===== config.mk =====
export PLATFORM = sky130hd
export DESIGN_NAME = planner_switch_hysteresis
export DESIGN_NICKNAME = d
export VERILOG_FILES = /design/src/rtl/psh_pkg.sv /design/src/rtl/planner_switch_hysteresis.sv
export SDC_FILE = /design/constraint.sdc
export NUM_CORES = 1
export LEC_CHECK = 0
export BUFFER_PORTS_ARGS = -buffer_cell sky130_fd_sc_hd__buf_2
export CORE_MARGIN = 2
export CORE_UTILIZATION = 40
export DETAILED_ROUTE_END_ITERATION = 16
export PLACE_DENSITY = 0.69
export SYNTH_ARGS = -nofsm -noshare
export SYNTH_HDL_FRONTEND = slang
export SYNTH_SLANG_ARGS = --single-unit

===== constraint.sdc =====
create_clock -name aclk -period 8.6 [get_ports aclk]
set_input_delay 0.86 -clock aclk [delete_from_list [all_inputs] [get_ports aclk]]
set_output_delay 0.86 -clock aclk [all_outputs]
set_load 0.02 [all_outputs]

===== src/rtl/psh_pkg.sv =====
// Package for the path switch hysteresis block: widths, codes and item layouts.
package psh_pkg;

    localparam int TICK_BITS = 8;
    localparam logic [TICK_BITS-1:0] TICK_MAX = '1;

    localparam int S_DATA_W = 96;
    localparam int M_DATA_W = 24;
    localparam int CFG_IDX_W = 3;
    localparam int CFG_DATA_W = 16;

    // held path / mode codes, NONE only before the first choice
    localparam logic [1:0] PATH_FIRST = 2'd0;
    localparam logic [1:0] PATH_SECOND = 2'd1;
    localparam logic [1:0] PATH_NONE = 2'd2;
    localparam logic [1:0] MODE_NORMAL = 2'd0;
    localparam logic [1:0] MODE_EMERGENCY = 2'd1;
    localparam logic [1:0] MODE_NONE = 2'd2;

    typedef enum logic [CFG_IDX_W-1:0] {
        REG_CLEARANCE_FLOOR = 3'd0,
        REG_LAT_ACCEL_LIMIT = 3'd1,
        REG_HOLD_TICKS = 3'd2,
        REG_SCORE_MARGIN = 3'd3,
        REG_TIE_BAND = 3'd4
    } cfg_reg_t;

    typedef struct packed {
        logic [15:0] lat_accel_second;
        logic [15:0] lat_accel_first;
        logic [15:0] clearance_second;
        logic [15:0] clearance_first;
        logic signed [15:0] score_second;
        logic signed [15:0] score_first;
    } in_item_t;

    typedef struct packed {
        logic [3:0] pad;
        logic [15:0] chosen_clearance;
        logic mode_switched;
        logic path_switched;
        logic drive_mode;
        logic chosen_path;
    } out_item_t;

endpackage


===== src/rtl/planner_switch_hysteresis.sv =====
// Path selector with hysteresis for two candidate paths, one decision per control tick.
//
// Usage:
//   s_* channel: one control tick per transfer, carrying score, clearance and
//   lateral acceleration of both candidate paths. m_* channel: one result per
//   tick with the chosen path, drive mode, switch flags and chosen clearance.
//   cfg_* channel: register writes (index 0..4), always ready; write only while
//   no ticks are in flight.
//   An accepted tick is held in the input register, and its result in the
//   result register that drives m_tdata. Throughput: one tick per cycle while
//   m_tready stays high; the two registers form a two-entry pipeline, and the
//   decision and the held path, mode and tick counter update lie between them.
//   When the receiver stalls, the result register holds; the input register
//   still takes one more tick, then s_tready drops until m_tready returns.
//   Reset (aresetn low, synchronous) empties both registers, restores the
//   default configuration and forgets the held path, so the first result
//   after reset always reports both path and mode as switched.
module planner_switch_hysteresis
    import psh_pkg::*;
(
    input  logic                  aclk,
    input  logic                  aresetn,
    // score_first, score_second, clearance_first, clearance_second,
    // lat_accel_first, lat_accel_second (16 bits each, from bit 0 up)
    input  logic [S_DATA_W-1:0]   s_tdata,
    input  logic                  s_tvalid,
    output logic                  s_tready,
    // chosen_path, drive_mode, path_switched, mode_switched,
    // chosen_clearance[15:0], zero padding (from bit 0 up)
    output logic [M_DATA_W-1:0]   m_tdata,
    output logic                  m_tvalid,
    input  logic                  m_tready,
    input  logic                  cfg_valid,
    output logic                  cfg_ready,
    input  logic [CFG_IDX_W-1:0]  cfg_index,
    input  logic [CFG_DATA_W-1:0] cfg_data
);

    logic [15:0] clearance_floor_reg;
    logic [15:0] lat_accel_limit_reg;
    logic [7:0]  hold_ticks_reg;
    logic [14:0] score_margin_reg;
    logic [15:0] tie_band_reg;

    logic [1:0]           held_path_reg, held_path_next;
    logic [1:0]           held_mode_reg, held_mode_next;
    logic [TICK_BITS-1:0] ticks_reg, ticks_next;

    logic      in_valid_reg;
    in_item_t  in_item_reg;
    logic      out_valid_reg;
    out_item_t out_item_reg, out_item_next;

    logic advance;

    logic [TICK_BITS-1:0] ticks_inc;
    logic                 safe_first, safe_second;
    logic                 score_first_wins;
    logic                 cand_path, cand_mode;
    logic signed [17:0]   cand_score, held_score_margin;
    logic                 hold;
    logic                 path_switched;

    assign cfg_ready = 1'b1;
    assign advance   = in_valid_reg && (!out_valid_reg || m_tready);
    assign s_tready  = !in_valid_reg || advance;
    assign m_tvalid  = out_valid_reg;
    assign m_tdata   = out_item_reg;

    always_ff @(posedge aclk) begin
        if (!aresetn) begin
            clearance_floor_reg <= 16'd150;
            lat_accel_limit_reg <= 16'd7000;
            hold_ticks_reg      <= 8'd6;
            score_margin_reg    <= 15'd38;
            tie_band_reg        <= 16'd1;
        end else if (cfg_valid && cfg_ready) begin
            unique case (cfg_index)
                REG_CLEARANCE_FLOOR: clearance_floor_reg <= cfg_data;
                REG_LAT_ACCEL_LIMIT: lat_accel_limit_reg <= cfg_data;
                REG_HOLD_TICKS:      hold_ticks_reg      <= cfg_data[7:0];
                REG_SCORE_MARGIN:    score_margin_reg    <= cfg_data[14:0];
                REG_TIE_BAND:        tie_band_reg        <= cfg_data;
                default: ;
            endcase
        end
    end

    // decision for the tick sitting in the input register
    always_comb begin
        ticks_inc = (ticks_reg < TICK_MAX) ? ticks_reg + 1'b1 : ticks_reg;

        safe_first  = (in_item_reg.clearance_first >= clearance_floor_reg)
                   && (in_item_reg.lat_accel_first <= lat_accel_limit_reg);
        safe_second = (in_item_reg.clearance_second >= clearance_floor_reg)
                   && (in_item_reg.lat_accel_second <= lat_accel_limit_reg);
        score_first_wins = (in_item_reg.score_first >= in_item_reg.score_second);

        if (safe_first && safe_second) begin
            cand_mode = MODE_NORMAL[0];
            cand_path = !score_first_wins;
        end else begin
            cand_mode = MODE_EMERGENCY[0];
            if (safe_first) begin
                cand_path = PATH_FIRST[0];
            end else if (safe_second) begin
                cand_path = PATH_SECOND[0];
            end else if ({1'b0, in_item_reg.clearance_first} >
                         {1'b0, in_item_reg.clearance_second} + {1'b0, tie_band_reg}) begin
                cand_path = PATH_FIRST[0];
            end else if ({1'b0, in_item_reg.clearance_second} >
                         {1'b0, in_item_reg.clearance_first} + {1'b0, tie_band_reg}) begin
                cand_path = PATH_SECOND[0];
            end else begin
                cand_path = !score_first_wins;
            end
        end

        cand_score = cand_path ? 18'(in_item_reg.score_second) : 18'(in_item_reg.score_first);
        held_score_margin = (held_path_reg[0] ? 18'(in_item_reg.score_second)
                                              : 18'(in_item_reg.score_first))
                          + $signed({3'b000, score_margin_reg});

        hold = 1'b0;
        if (held_path_reg != PATH_NONE && {1'b0, cand_path} != held_path_reg) begin
            if ({8'd0, ticks_inc} < {{TICK_BITS{1'b0}}, hold_ticks_reg}) begin
                hold = 1'b1;
            end else if (cand_score < held_score_margin) begin
                hold = 1'b1;
            end
        end

        held_path_next = hold ? held_path_reg : {1'b0, cand_path};
        held_mode_next = hold ? held_mode_reg : {1'b0, cand_mode};
        path_switched  = (held_path_next != held_path_reg);
        ticks_next     = path_switched ? '0 : ticks_inc;

        out_item_next.pad              = '0;
        out_item_next.chosen_path      = held_path_next[0];
        out_item_next.drive_mode       = held_mode_next[0];
        out_item_next.path_switched    = path_switched;
        out_item_next.mode_switched    = (held_mode_next != held_mode_reg);
        out_item_next.chosen_clearance = held_path_next[0] ? in_item_reg.clearance_second
                                                           : in_item_reg.clearance_first;
    end

    always_ff @(posedge aclk) begin
        if (!aresetn) begin
            in_valid_reg  <= 1'b0;
            out_valid_reg <= 1'b0;
            held_path_reg <= PATH_NONE;
            held_mode_reg <= MODE_NONE;
            ticks_reg     <= '0;
        end else begin
            if (s_tvalid && s_tready) begin
                in_valid_reg <= 1'b1;
            end else if (advance) begin
                in_valid_reg <= 1'b0;
            end
            if (advance) begin
                out_valid_reg <= 1'b1;
                held_path_reg <= held_path_next;
                held_mode_reg <= held_mode_next;
                ticks_reg     <= ticks_next;
            end else if (m_tready) begin
                out_valid_reg <= 1'b0;
            end
        end
    end

    always_ff @(posedge aclk) begin
        if (s_tvalid && s_tready) begin
            in_item_reg <= in_item_t'(s_tdata);
        end
        if (advance) begin
            out_item_reg <= out_item_next;
        end
    end

    a_advance_gives_result: assert property (@(posedge aclk) disable iff (!aresetn)
        advance |=> m_tvalid)
        else $error("processed tick did not produce a result");

    a_switch_clears_ticks: assert property (@(posedge aclk) disable iff (!aresetn)
        advance && path_switched |=> ticks_reg == '0)
        else $error("tick counter not cleared on path switch");

    a_held_codes_agree: assert property (@(posedge aclk) disable iff (!aresetn)
        (held_path_reg == PATH_NONE) == (held_mode_reg == MODE_NONE))
        else $error("held path and held mode disagree on none state");

    a_hold_window: assert property (@(posedge aclk) disable iff (!aresetn)
        advance && held_path_reg != PATH_NONE
        && {8'd0, ticks_inc} < {{TICK_BITS{1'b0}}, hold_ticks_reg} |-> !path_switched)
        else $error("path switched inside the hold window");

    a_stall_keeps_input: assert property (@(posedge aclk) disable iff (!aresetn)
        in_valid_reg && !advance |=> in_valid_reg && !s_tready == (out_valid_reg && !m_tready))
        else $error("pending tick lost during stall");

endmodule


Word-level counts from Yosys, hierarchy flattened --
Cells that the tools add are included.
Storage, ports and cells: output and inout port bits 27, bits of input ports 120, flip-flop bits (word level) 201
Operators by class: equality and inequality tests 8, mux-type cells 20, reduce and logical (&&, ||, !) cells 19, order comparisons 10, $add $sub $neg 4
Operators with widths (number):
- >= comparator 16 bit | 3
- 2-to-1 mux 18 bit | 2
- adder 16 x 16 -> 17 bit | 2
- > comparator 16 x 17 -> 1 bit | 2
- <= comparator 16 bit | 2
- adder 18 x 16 -> 18 bit | 1
- < comparator 18 bit | 1
- 2-to-1 mux 16 bit | 1
- 2-to-1 mux 8 bit | 2
- 2-to-1 mux 1 bit | 13
- AND reduction 2 bit | 5
- adder 8 x 1 -> 8 bit, second input constant | 1
- < comparator 8 bit | 1
- < comparator 8 bit, second input constant | 1
- == test 3 x 2 -> 1 bit, second input constant | 2
- logical AND 1 bit | 6
- 2-to-1 mux 2 bit | 2
- inequality test 2 bit | 2
- nonzero test 2 bit | 2
- == test 3 x 1 -> 1 bit, second input constant | 1
- == test 3 bit, second input constant | 1
- logical NOT 1 bit | 3
- logical NOT 3 bit | 1
- logical OR 1 bit | 2
- other kinds (2) | 2

Logic depth before layout (Yosys ltp) --
Gate-level depths: netlist of the first run.
depth in word-level cells 15, gate-level depth with buffers 38, gate-level depth less buffers 36

Worst setup path after synthesis of the first run --
Ideal clock, no wire load.
kind reg-to-reg, start point reg in_item_reg[49] (netlist name), end point reg out_item_reg (netlist bit m_tdata[11]) (data pin), arrival time 7.180 ns, cell stages (with the launch flop) 38, setup slack 1.160 ns, library setup time 0.260 ns, cells stage by stage edfxtp_1 > ha_1 > a21o_1 > a21oi_1 > o21bai_1 > a21oi_1 > o21bai_1 > a21oi_1 > nor2b_1 > o21a_1 > o41a_1 > a21o_1 > a21oi_1 > xor2_1 > ha_1 > a211o_1 > a211o_1 > o311ai_0 > [... 2 more ...] > nor2_1 > clkbuf_1 > nand2_1 > o21ai_0 > ha_1 > a21o_1 > a21o_1 > a21oi_1 > nor2b_1 > o21ai_0 > o311a_1 > o21ai_0 > a311o_1 > a22oi_4 > nor2_2 > a21oi_4 > buf_12 > mux2_4
RTL lines:
- from (decl) | line planner_switch_hysteresis.sv:50 | in_item_t in_item_reg;
- from (signal assigned) | line planner_switch_hysteresis.sv:173 | in_item_reg <= in_item_t'(s_tdata);
- to (signal assigned) | line planner_switch_hysteresis.sv:176 | out_item_reg <= out_item_next;
- to (decl) | line planner_switch_hysteresis.sv:52 | out_item_t out_item_reg, out_item_next;

==> results of run 1 <==
-- stage by stage --
| stage | instances | total power [mW] | worst slack [ns] | hold slack, ns | utilization, % |
|---|---|---|---|---|---|
| 6_report | 1812 | 2.654 | 0.7725 | 0.4533 | 47.07 |
| 4_1_cts | 1809 | 2.683 | 0.5141 | 0.4564 | 47.03 |
| 3_3_place_gp | 1765 | 1.624 | 0.7232 | 0.4432 | 44.32 |
| 3_5_place_dp | 1765 | 1.636 | 0.5700 | 0.4476 | 44.32 |
| 5_1_grt | 1811 | 2.793 | 0.1114 | 0.4755 | 47.06 |
| 2_1_floorplan | 1252 | 1.485 | 1.160 | 0.4363 | - |
-- cells in the final DEF, fill, tap and decap left out, types with 5 or more instances in the layout --
master / synthesis / final
a211o_1: 6 / 6
a211oi_1: 9 / 9
a21o_1: 21 / 21
a21oi_1: 126 / 126
a22o_1: 7 / 7
a31oi_1: 6 / 6
and3_1: 9 / 9
buf_2: 0 / 141
buf_4: 5 / 8
clkbuf_16: 0 / 28
conb_1: 2 / 5
dfxtp_1: 85 / 85
edfxtp_1: 116 / 116
ha_1: 184 / 184
inv_1: 85 / 85
mux2_2: 23 / 23
mux2_4: 8 / 8
nand2_1: 184 / 184
nand2b_1: 9 / 9
nand3_1: 24 / 24
nand4_1: 19 / 19
nor2_1: 49 / 48
nor2b_1: 14 / 14
nor3_1: 10 / 10
nor4_1: 6 / 6
o211ai_1: 19 / 19
o21a_1: 13 / 13
o21ai_0: 59 / 59
o21bai_1: 18 / 18
or3_1: 5 / 5
xnor2_1: 27 / 27
xor2_1: 17 / 17
-- tightest hold or removal path, delay by kind of cell, from the launching register on --
family / cells / cell delay (ns)
flops: 1 / 0.31
simple gates: 1 / 0.05
compound gates: 1 / 0.05
-- worst min path at each step --
stage	start	endpoint	slack, ns	cells after the start
finish	hold_ticks_reg[6]$_SDFFE_PN0P_	hold_ticks_reg[6]$_SDFFE_PN0P_	0.45	2
global route	clearance_floor_reg[8]$_SDFFE_PN0P_	clearance_floor_reg[8]$_SDFFE_PN0P_	0.48	2
CTS	clearance_floor_reg[9]$_SDFFE_PN0P_	clearance_floor_reg[9]$_SDFFE_PN0P_	0.46	2
detailed placement	clearance_floor_reg[9]$_SDFFE_PN0P_	clearance_floor_reg[9]$_SDFFE_PN0P_	0.45	2
global placement	lat_accel_limit_reg[14]$_SDFFE_PN0P_	lat_accel_limit_reg[14]$_SDFFE_PN0P_	0.44	2
floorplan	clearance_floor_reg[10]$_SDFFE_PN0P_	clearance_floor_reg[10]$_SDFFE_PN0P_	0.44	2
-- what timing repair did --
item                                    4_1_cts  5_1_grt
hold endpoints to repair                      0        0
resized for setup                             0        1
endpoints found under the setup margin        0       16
hold buffers                                  0        0
-- cell families after synthesis --
family                   synth area share, %
AND/OR/NAND/NOR                        12.58
AO/OA/AOI/OAI                          16.18
flip-flops                             41.88
adder cells (fa/ha/maj)                19.08
buffers and inverters                  3.890
XOR/XNOR                               3.112
multiplexers                           3.224
other                                0.06065
-- layer usage --
layer | vias to the layer above | GRT usage, % | part of all wire (%)
met1 | 4529 | 24.31 | 46
li1 | 4855 | - | -
met3 | 63 | 3.221 | 5.1
met5 | - | 0 | 0
met4 | 0 | 5.886 | 2.7
met2 | 234 | 31.10 | 46
-- area by class of cell --
type | count | area [sq um]
fillers | 2828 | 16150
multi-input cells | 932 | 6736
flip-flops and latches | 201 | 5185
repair buffers | 150 | 785.8
clock buffers | 37 | 775.7
well taps | 396 | 495.5
inverters | 86 | 322.8
clock inverters | 7 | 52.55
diodes | 3 | 7.507
-- power by group through the flow --
stage	Clock (mW)	Sequential, mW	Combinational (mW)
after floorplan	0	1.13	0.357
after global placement	0	1.13	0.494
after detailed placement	0	1.13	0.507
after CTS	1.06	1.11	0.511
after global routing	1.10	1.11	0.578
final	1.03	1.11	0.511
==> summary.txt, run 1 <==
Status
  • Status: complete, no violations

Power and ir drop
  • Worst vdd ir: 151.4 uV
  • Leakage power: 6.157 nW
  • Combinational Power Share: 19.3%
  • Cell Int Power: 1.926 mW
  • Sw Pwr: 0.7279 mW
  • PwrDens: 184.8 mW/mm^2
  • Sequential share of power: 41.8%
  • Clk pwr share: 38.9%
  • Sw Share: 27.43%

GRT
  • Tot GR Track Use: 18.53%
  • Initial antenna violation count: 3
  • First-pass GRT wire length: 48820 um
  • Vias in the first global route: 9541
  • Largest net degree at the start of global routing: 61
  • Grt total ovfl: 0

Detailed routing
  • Final ANT Viol Nets: 0
  • Detailed-route vias per instance: 5.343
  • WL final: roughly 31000 um
  • Number of remaining DRC errors: 0
  • First-pass DRT Iterations: 5
  • Via count: ~9700
  • WL per Instance: approximately 17 um
  • DRT iter0 DRCs: between 500 and 600

Yosys
  • Register area share after synthesis: 41.88%
  • EDFF count, synth: approximately 120
  • Synth area leaders: edfxtp_1, ha_1, dfxtp_1
  • Yosys top cell area share: 28.13%
  • Post-Syn Area: 0.01238 sq mm
  • Ys flop type: edfxtp_1
  • Async SR Flop Fraction: 0%
  • Synth Register Bits: 201
  • Count of different cell masters after synthesis: 69
  • Mapped Avg Cell Area: 9.913 sq um
  • Ys Warns: 0
  • Cell taking the most area after synthesis: edfxtp_1
  • Post-synthesis cell count: 1249
  • Commonest cells in the netlist: ha_1, nand2_1, a21oi_1

Timing
  • Max frequency: 127.8 MHz
  • Post-layout min period: 7.827 ns
  • Setup TNS: 0 ns
  • Slew headroom: 36.41%
  • Pins Over Slew Limit: 0
  • Final cycle utilization of the critical path: 91.02%
  • Fin Clk Skew: between 0.007 and 0.008 ns
  • Least-Margin Pin Slew: 0.9528 ns
  • Final setup vio count: 0
  • RSZ-0062 raised after global routing: no
  • Fin. Hold Viols: 0

Critical path
  • Worst R2R Start: in_item_reg[49]$_DFFE_PP_
  • Crit path kind: flop to flop
  • Most frequent CP cell: a21oi_1
  • WP data arrival: between 8 and 9 ns
  • Crit path max fanout: 30
  • Critical path endpoint: m_tdata[6]$_DFFE_PP_
  • End of the worst register-to-register path: m_tdata[6]$_DFFE_PP_
  • Critical path depth: 37
  • Flop2flop setup slack: 0.77 ns
  • Required time worst endpoint: 8.87 ns
  • Top Family by Delay on Critical Path: compound AO/OA/AOI/OAI gates
  • Critical Path Start: in_item_reg[49]$_DFFE_PP_
  • Worst path slowest cell: edfxtp_1
  • Worst R2R Path Depth: 37
  • Bufs and invs on worst path: 2
  • Endpoint type of the worst setup path: flop
  • CP peak stage delay: approximately 0.48 ns
  • Startpoint types: flop

Place
  • Gp weighted congestion: 0.8827
  • DP Wirelength: 23780 um
  • PortBufs: 141
  • Post-DP Area: 0.01352 sq mm

Finish
  • Area grow syn2layout: 15.99%
  • Post-route cell area: 0.01436 sq mm
  • Max FFs per register: 96
  • Layout Nets: 1702
  • Ratio of cells with drive above 1 in the final layout: about 16%

Die
  • Core footprint: 0.03051 sq mm
  • Cell row count: 64
  • Die area: between 0.03 and 0.04 sq mm
  • Die outline height: approximately 180 um
  • I/O pins: 147
  • Starting density of the core: 40.58%
  • Die width: 179.9 um

Clock tree
  • Clock latency on the worst-skew pair: 0.52 ns
  • Post-CTS setup repair buffer count: 0
  • CTS clock-pin slew for the worst setup and hold paths: 0.06 ns
  • Cts bufs inserted: 24
  • CTS root buf: clkbuf_16
  • CTS H-tree depth: 1
  • Clock buffer depth: 3
  • CTS tree: built
  • Clk sink count: 201

Run
  • Max-cap violations: 0

Min path
  • Hold crit path type: flop to flop
Note: power is estimated with default switching activity, not from simulation.
==> run 2: changes to the inputs <==
ABC_AREA = 1   (was unset)
BUFFER_PORTS_ARGS = unset   (was -buffer_cell sky130_fd_sc_hd__buf_2)
DONT_BUFFER_PORTS = 1   (was unset)
PLACE_DENSITY = 0.65   (was 0.69)
SETUP_SLACK_MARGIN = 0.05   (was unset)
==> run 2 against run 1 <==
Utilization is 2.4 points lower. Total power is 0.65% higher. Synthesized area is 1.5% higher. Synthesized cell count is 16% higher. Clock skew is 0.0028 ns higher. Sequential power hardly changed. Clock power hardly changed. Fmax is 19% higher. Via count is 0.86% lower. Hold slack worse by 0.040 ns.
==> summary.txt, run 2 <==
Timing
  • RSZ-0062 raised after global routing: no
  • Setup TNS: 0 ns (unchanged)
  • Pins Over Slew Limit: 0 (unchanged)
  • Fin. Hold Viols: 0 (unchanged)
  • Final setup vio count: 0 (unchanged)
  • Setup ws final: 2.038 ns (+1.266 ns)
  • Final cycle utilization of the critical path: 76.30% (-15 points)
  • Post-layout min period: 6.562 ns (-1.266 ns)
  • Slew headroom: 35.56% (-0.85 points)
  • Max frequency: 152.4 MHz (+19%)
  • Fin Clk Skew: 0.01052 ns (+0.002843 ns)
  • Least-Margin Pin Slew: 0.9656 ns (+0.01276 ns)

Min path
  • Hold path depth: 0 (-2)
  • WHS Endpoint: in_item_reg[40]$_DFFE_PP_
  • Hold crit path type: input port to flop
  • Hold_sp: s_tdata[40]

Finish
  • Ant diodes: 0 (-3)
  • Max FFs per register: 96 (unchanged)
  • Non-filler cells in the finished layout: 1865 (+2.9%)
  • Most frequent cells in the layout: nand2_1, ha_1, inv_1
  • Ratio of cells with drive above 1 in the final layout: 4.493% (-12 points)
  • Layout Nets: 1760 (+3.4%)
  • Post-layout util: 44.66% (-2.4 points)
  • Area grow syn2layout: 9.236%
  • Commonest non-fill, non-tap cell in the layout: nand2_1

Clock tree
  • CTS clock-pin slew for the worst setup and hold paths: 0.07 ns (about the same)
  • CTS root buf: clkbuf_16
  • Post-CTS setup repair buffer count: 0 (unchanged)
  • Hold Buf Count CTS: 0 (unchanged)
  • Clock latency on the worst-skew pair: 0.54 ns (+0.02 ns)
  • Clk sink count: 201 (unchanged)
  • Clock buffer depth: 3 (unchanged)
  • CTS H-tree depth: 1 (unchanged)
  • Cts bufs inserted: 23 (-4.2%)
  • CTS resizes: 0 (unchanged)
  • CTS tree: built

Yosys
  • Count of different cell masters after synthesis: 38 (-45%)
  • EDFF count, synth: 116 (unchanged)
  • Mapped Avg Cell Area: 8.640 sq um (-13%)
  • Async SR Flop Fraction: 0% (unchanged)
  • Post-Syn Area: 0.01257 sq mm (+1.5%)
  • Synth Register Bits: 201 (unchanged)
  • Ys flop type: edfxtp_1
  • Yosys top cell area share: 27.71% (-0.42 points)
  • Most frequent cell after synthesis: nand2_1
  • Synth area leaders: edfxtp_1, ha_1, dfxtp_1
  • Register area share after synthesis: 41.25% (-0.63 points)
  • Commonest cells in the netlist: nand2_1, ha_1, inv_1
  • Cell taking the most area after synthesis: edfxtp_1
  • Ys Warns: 0 (unchanged)
  • Post-synthesis cell count: 1455 (+16%)

Die
  • Die area: 0.03286 sq mm (+1.5%)
  • Starting density of the core: 40.88% (+0.30 points)
  • I/O pins: 147 (unchanged)
  • Die outline height: 181.3 um (+0.74%)
  • Core footprint: 0.03075 sq mm (+0.79%)
  • Die width: 181.3 um (+0.74%)
  • Cell row count: 64 (unchanged)

Critical path
  • Flop2flop setup slack: 2.04 ns (+1.27 ns)
  • Endpoint type of the worst setup path: flop
  • End of the worst register-to-register path: m_tdata[4]$_DFFE_PP_
  • Crit path max fanout: 35 (+17%)
  • Worst path slowest cell: edfxtp_1
  • Crit path kind: flop to flop
  • Worst R2R Start: in_item_reg[52]$_DFFE_PP_
  • CP peak stage delay: 0.50 ns (+0.02 ns)
  • Most frequent CP cell: nand2_1
  • Startpoint types: flop
  • Worst R2R Path Depth: 36 (-2.7%)
  • Required time worst endpoint: 8.88 ns (about the same)
  • WP data arrival: 6.84 ns (-1.26 ns)

Detailed routing
  • First-pass DRT Iterations: 5 (unchanged)
  • DRT iter0 DRCs: 502 (-4.2%)
  • WL per Instance: 16.43 um (-2.9%)
  • Detailed-route vias per instance: 5.146 (-3.7%)
  • WL final: 30640 um (about the same)
  • Number of remaining DRC errors: 0 (unchanged)
  • Via count: 9598 (-0.86%)
  • Final ANT Viol Nets: 0 (unchanged)

Power and ir drop
  • PwrDens: 194.5 mW/mm^2 (+5.3%)
  • Leakage power: 6.066 nW (-1.5%)
  • Worst vdd ir: 179.6 uV (+19%)
  • Design Power: 2.671 mW (+0.65%)

Place
  • Placed cell count: 1824 (+3.3%)
  • DP Wirelength: 23950 um (+0.74%)
  • Gp weighted congestion: 0.8751 (-0.86%)
  • PortBufs: 0 (-100%)
  • Pre-CTS setup slack: 2.101 ns (+1.531 ns)

GRT
  • Vias in the first global route: 9234 (-3.2%)
  • Tot GR Track Use: 18.78% (+0.25 points)
  • Initial antenna violation count: 0 (-3)
  • Largest net degree at the start of global routing: 76 (+25%)
  • Grt total ovfl: 0 (unchanged)
  • First-pass GRT wire length: 48990 um (+0.34%)

Run
  • Max-cap violations: 0 (unchanged)

Status
  • Status: complete, no violations
[run 2: changes by cell type in the layout (fill, tap and decap cells not counted), moves of 21 or more]
| cell | previous run | this run |
|---|---|---|
| a21oi_1 | 126 | 151 |
| mux2_2 | 23 | 0 |
| buf_2 | 141 | 0 |
| nand3_1 | 24 | 70 |
| o21ai_0 | 59 | 128 |
| nand2_1 | 184 | 248 |
| a21o_1 | 21 | 0 |
| nor2_1 | 48 | 120 |
| inv_1 | 85 | 181 |
[run 2: logic make-up after synthesis]
kind of cell | count (synthesis) | share of synthesized area, %
AND/OR/NAND/NOR | 487 | 16.66
AO/OA/AOI/OAI | 318 | 13.41
buffers and inverters | 216 | 6.768
flip-flops | 201 | 41.25
adder cells (fa/ha/maj) | 187 | 18.79
XOR/XNOR | 44 | 3.066
other | 2 | 0.05974
[run 2: per-stage QoR]
| stage | area, sq um | hold slack (ns) |
|---|---|---|
| floorplan | 12580 | 0.4353 |
| global placement | 12940 | 0.4465 |
| detailed placement | 12940 | 0.4489 |
| CTS | 13730 | 0.3885 |
| global route | 13730 | 0.3967 |
| finish | 13730 | 0.4137 |
[run 2: worst max-delay path by stage]
stage	depth (start not counted)	from	end	slack, ns
finish	36	in_item_reg[52]$_DFFE_PP_	m_tdata[4]$_DFFE_PP_	2.04
global route	40	in_item_reg[38]$_DFFE_PP_	m_tdata[4]$_DFFE_PP_	1.38
CTS	36	in_item_reg[52]$_DFFE_PP_	m_tdata[4]$_DFFE_PP_	2.05
detailed placement	36	in_item_reg[52]$_DFFE_PP_	m_tdata[4]$_DFFE_PP_	2.10
global placement	36	in_item_reg[53]$_DFFE_PP_	m_tdata[4]$_DFFE_PP_	2.22
floorplan	43	in_item_reg[38]$_DFFE_PP_	m_tdata[10]$_DFFE_PP_	2.88
[run 2: per-layer routing]
layer	vias up	track usage (%)	share of wire, %
met2	241	30.59	45
li1	4946	-	-
met5	-	0	0
met3	41	3.447	5.7
met4	0	4.715	2.4
met1	4370	25.75	47
[run 2: critical path, delay by kind of cell (launching register included)]
family / cells / cell delay, ns
AND/OR/NAND/NOR: 21 / 2.94
adder cells (fa/ha/maj): 3 / 1.04
buffers and inverters: 1 / 0.10
AO/OA/AOI/OAI: 10 / 1.53
XOR/XNOR: 1 / 0.14
flip-flops: 1 / 0.50
[run 2: where the power goes]
group          switching [mW]  internal (mW)  total, mW
logic                   0.320          0.187      0.507
registers              0.0510           1.08       1.13
clock network           0.416          0.616       1.03
[run 2: area by class of cell]
class,instances,area [sq um]
Timing Repair Buffer,4,30.03
Fill cell,3014,17020
Tap cell,396,495.5
Clock inverter,15,202.7
Inverter,182,685.7
Sequential cell,201,5185
Clock buffer,26,586.8
Multi-Input combinational cell,1041,6546
==> run 3: changes to the inputs <==
clock period = 6.4 ns   (was 8.6 ns; I/O delays follow)
==> run 3 against run 2 <==
Combinational power increased by 65%. Routed wire length increased by 6.7%. Hold slack worse by 0.23 ns. Clock skew is 0.0092 ns higher. Critical path depth increased by 3.
==> summary.txt, run 3 (synthesis results as in run 2) <==
Status
  • Status: complete, no violations

Finish
  • Ratio of cells with drive above 1 in the final layout: 9.947% (+5.5 points)
  • Footprint of the multi-input gates: 0.006887 sq mm (+5.2%)
  • Area grow syn2layout: 14.19%
  • Post-layout util: 46.68% (+2.0 points)
  • Most frequent cells in the layout: nand2_1, inv_1, ha_1
  • Layout Nets: 1797 (+2.1%)
  • Commonest non-fill, non-tap cell in the layout: nand2_1
  • Post-route cell area: 0.01436 sq mm (+4.5%)
  • Max FFs per register: 96 (unchanged)
  • # fillers: 2939 (-2.5%)
  • Storage element area: 0.005185 sq mm (unchanged)

Detailed routing
  • WL per Instance: 17.15 um (+4.4%)
  • First-pass DRT Iterations: 5 (unchanged)
  • Detailed-route vias per instance: 5.242 (+1.9%)
  • DRT iter0 DRCs: 698 (+39%)
  • WL final: 32670 um (+6.7%)
  • Final ANT Viol Nets: 0 (unchanged)
  • Number of remaining DRC errors: 0 (unchanged)
  • Via count: 9986 (+4.0%)

Timing
  • Setup ws final: 0.3475 ns (-1.691 ns)
  • Least-Margin Pin Slew: 0.9532 ns (-0.01243 ns)
  • Post-layout min period: 6.053 ns (-0.5093 ns)
  • Final cycle utilization of the critical path: 94.57% (+18 points)
  • Fin. Hold Viols: 0 (unchanged)
  • Pins Over Slew Limit: 0 (unchanged)
  • Slew headroom: 35.78% (+0.23 points)
  • Final setup vio count: 0 (unchanged)
  • Fin Clk Skew: 0.01973 ns (+0.009214 ns)
  • Max frequency: 165.2 MHz (+8.4%)
  • RSZ-0062 raised after global routing: yes
  • Hold_ws: 0.1877 ns (-0.2260 ns)

GRT
  • Grt total ovfl: 0 (unchanged)
  • First-pass GRT wire length: 49600 um (+1.2%)
  • Initial antenna violation count: 1 (+1)
  • Vias in the first global route: 9373 (+1.5%)
  • Tot GR Track Use: 19.01% (+0.23 points)
  • Largest net degree at the start of global routing: 76 (unchanged)

Power and ir drop
  • Cell Int Power: 2.608 mW (+38%)
  • Sw Share: 30.47% (+1.0 points)
  • Leakage power: 6.335 nW (+4.4%)
  • Clk pwr share: 37.0% (-1.6 points)
  • Design Power: 3.751 mW (+40%)
  • Combinational Power Share: 22.4% (+3.4 points)
  • Sequential share of power: 40.6% (-1.8 points)
  • Worst vdd ir: 202.7 uV (+13%)
  • Sw Pwr: 1.143 mW (+45%)
  • PwrDens: 261.3 mW/mm^2 (+34%)

Critical path
  • Required time worst endpoint: 6.69 ns (-2.19 ns)
  • Crit path max fanout: 8 (-77%)
  • Startpoint types: flop
  • Worst path slowest cell: edfxtp_1
  • CP peak stage delay: 0.48 ns (-0.02 ns)
  • Most frequent CP cell: nand2_1
  • Endpoint type of the worst setup path: flop
  • Crit path kind: flop to flop
  • WP data arrival: 6.34 ns (-0.50 ns)

Die
  • Starting density of the core: 40.88% (unchanged)
  • Die width: 181.3 um (unchanged)
  • Die outline height: 181.3 um (unchanged)
  • Die area: 0.03286 sq mm (unchanged)
  • Core footprint: 0.03075 sq mm (unchanged)
  • Cell row count: 64 (unchanged)
  • I/O pins: 147 (unchanged)

Min path
  • Hold crit path type: input port to flop

Place
  • DP Wirelength: 24790 um (+3.5%)
  • Gp weighted congestion: 0.9151 (+4.6%)
  • Pre-CTS setup slack: 0.1028 ns (-1.998 ns)
  • Post-DP Area: 0.01303 sq mm (+0.70%)
  • PortBufs: 0 (unchanged)

Clock tree
  • Clock latency on the worst-skew pair: 0.54 ns (about the same)
  • Cts bufs inserted: 24 (+4.3%)
  • Hold Buf Count CTS: 0 (unchanged)
  • CTS clock-pin slew for the worst setup and hold paths: 0.06 ns (about the same)
  • Clock buffer depth: 3 (unchanged)
  • Clk sink count: 201 (unchanged)
  • CTS tree: built
  • CTS H-tree depth: 1 (unchanged)
  • CTS root buf: clkbuf_16

Run
  • Max-cap violations: 0 (unchanged)
==> run 3: per-stage QoR <==
step | instances | TNS (ns)
2_1_floorplan | 1458 | 0
3_3_place_gp | 1836 | 0
3_5_place_dp | 1836 | 0
4_1_cts | 1880 | 0
5_1_grt | 1904 | -0.6174
6_report | 1905 | 0
==> run 3: timing repair <==
item | 4_1_cts | 5_1_grt
setup buffers | 0 | 20
setup endpoints to repair | 0 | 32
resized for setup | 0 | 66
==> run 3: final cells by class <==
| type | instances | area share, % |
|---|---|---|
| multi-input cells | 1045 | 47.97 |
| flip-flops and latches | 201 | 36.12 |
| clock buffers | 34 | 4.986 |
| inverters | 182 | 4.776 |
| well taps | 396 | 3.452 |
| repair buffers | 36 | 1.909 |
| clock inverters | 10 | 0.7670 |
| diodes | 1 | 0.01743 |
==> run 3: path summary, 6_finish.rpt <==
kind / start / to / slack [ns] / depth (start not counted)
setup / recovery: in_item_reg[53]$_DFFE_PP_ / m_tdata[18]$_DFFE_PP_ / 0.35 / 39
hold reg to reg: score_margin_reg[2]$_SDFFE_PN1P_ / score_margin_reg[2]$_SDFFE_PN1P_ / 0.47 / 2
hold / removal: s_tdata[80] / in_item_reg[80]$_DFFE_PP_ / 0.19 / 0
setup reg to reg: in_item_reg[53]$_DFFE_PP_ / m_tdata[18]$_DFFE_PP_ / 0.35 / 39
==> run 3: layer usage <==
metal	wire length, um	share of wire (%)	global-route usage (%)
met5	13	0.040	0
met4	839	2.6	5.073
met3	1913	5.9	3.729
met2	15130	46	31.83
met1	14780	45	25.10
==> run 3: power by group through the flow <==
| stage | combinational, mW | sequential, mW | clock (mW) |
|---|---|---|---|
| 2_1_floorplan | 0.554 | 1.53 | 0 |
| 3_3_place_gp | 0.678 | 1.55 | 0 |
| 3_5_place_dp | 0.695 | 1.55 | 0 |
| 4_1_cts | 0.699 | 1.52 | 1.43 |
| 5_1_grt | 0.948 | 1.53 | 1.48 |
| 6_report | 0.839 | 1.52 | 1.39 |
==> run 3: worst max-delay path: cells and delay by family (launching register included) <==
kind / cells / cell delay, ns
DFF: 1 / 0.48
AOI/OAI and AO/OA: 13 / 1.87
xor gates and xnor gates: 1 / 0.14
buffers and inverters: 2 / 0.22
and+or+nand+nor: 20 / 2.22
adders and majority gates: 3 / 0.87
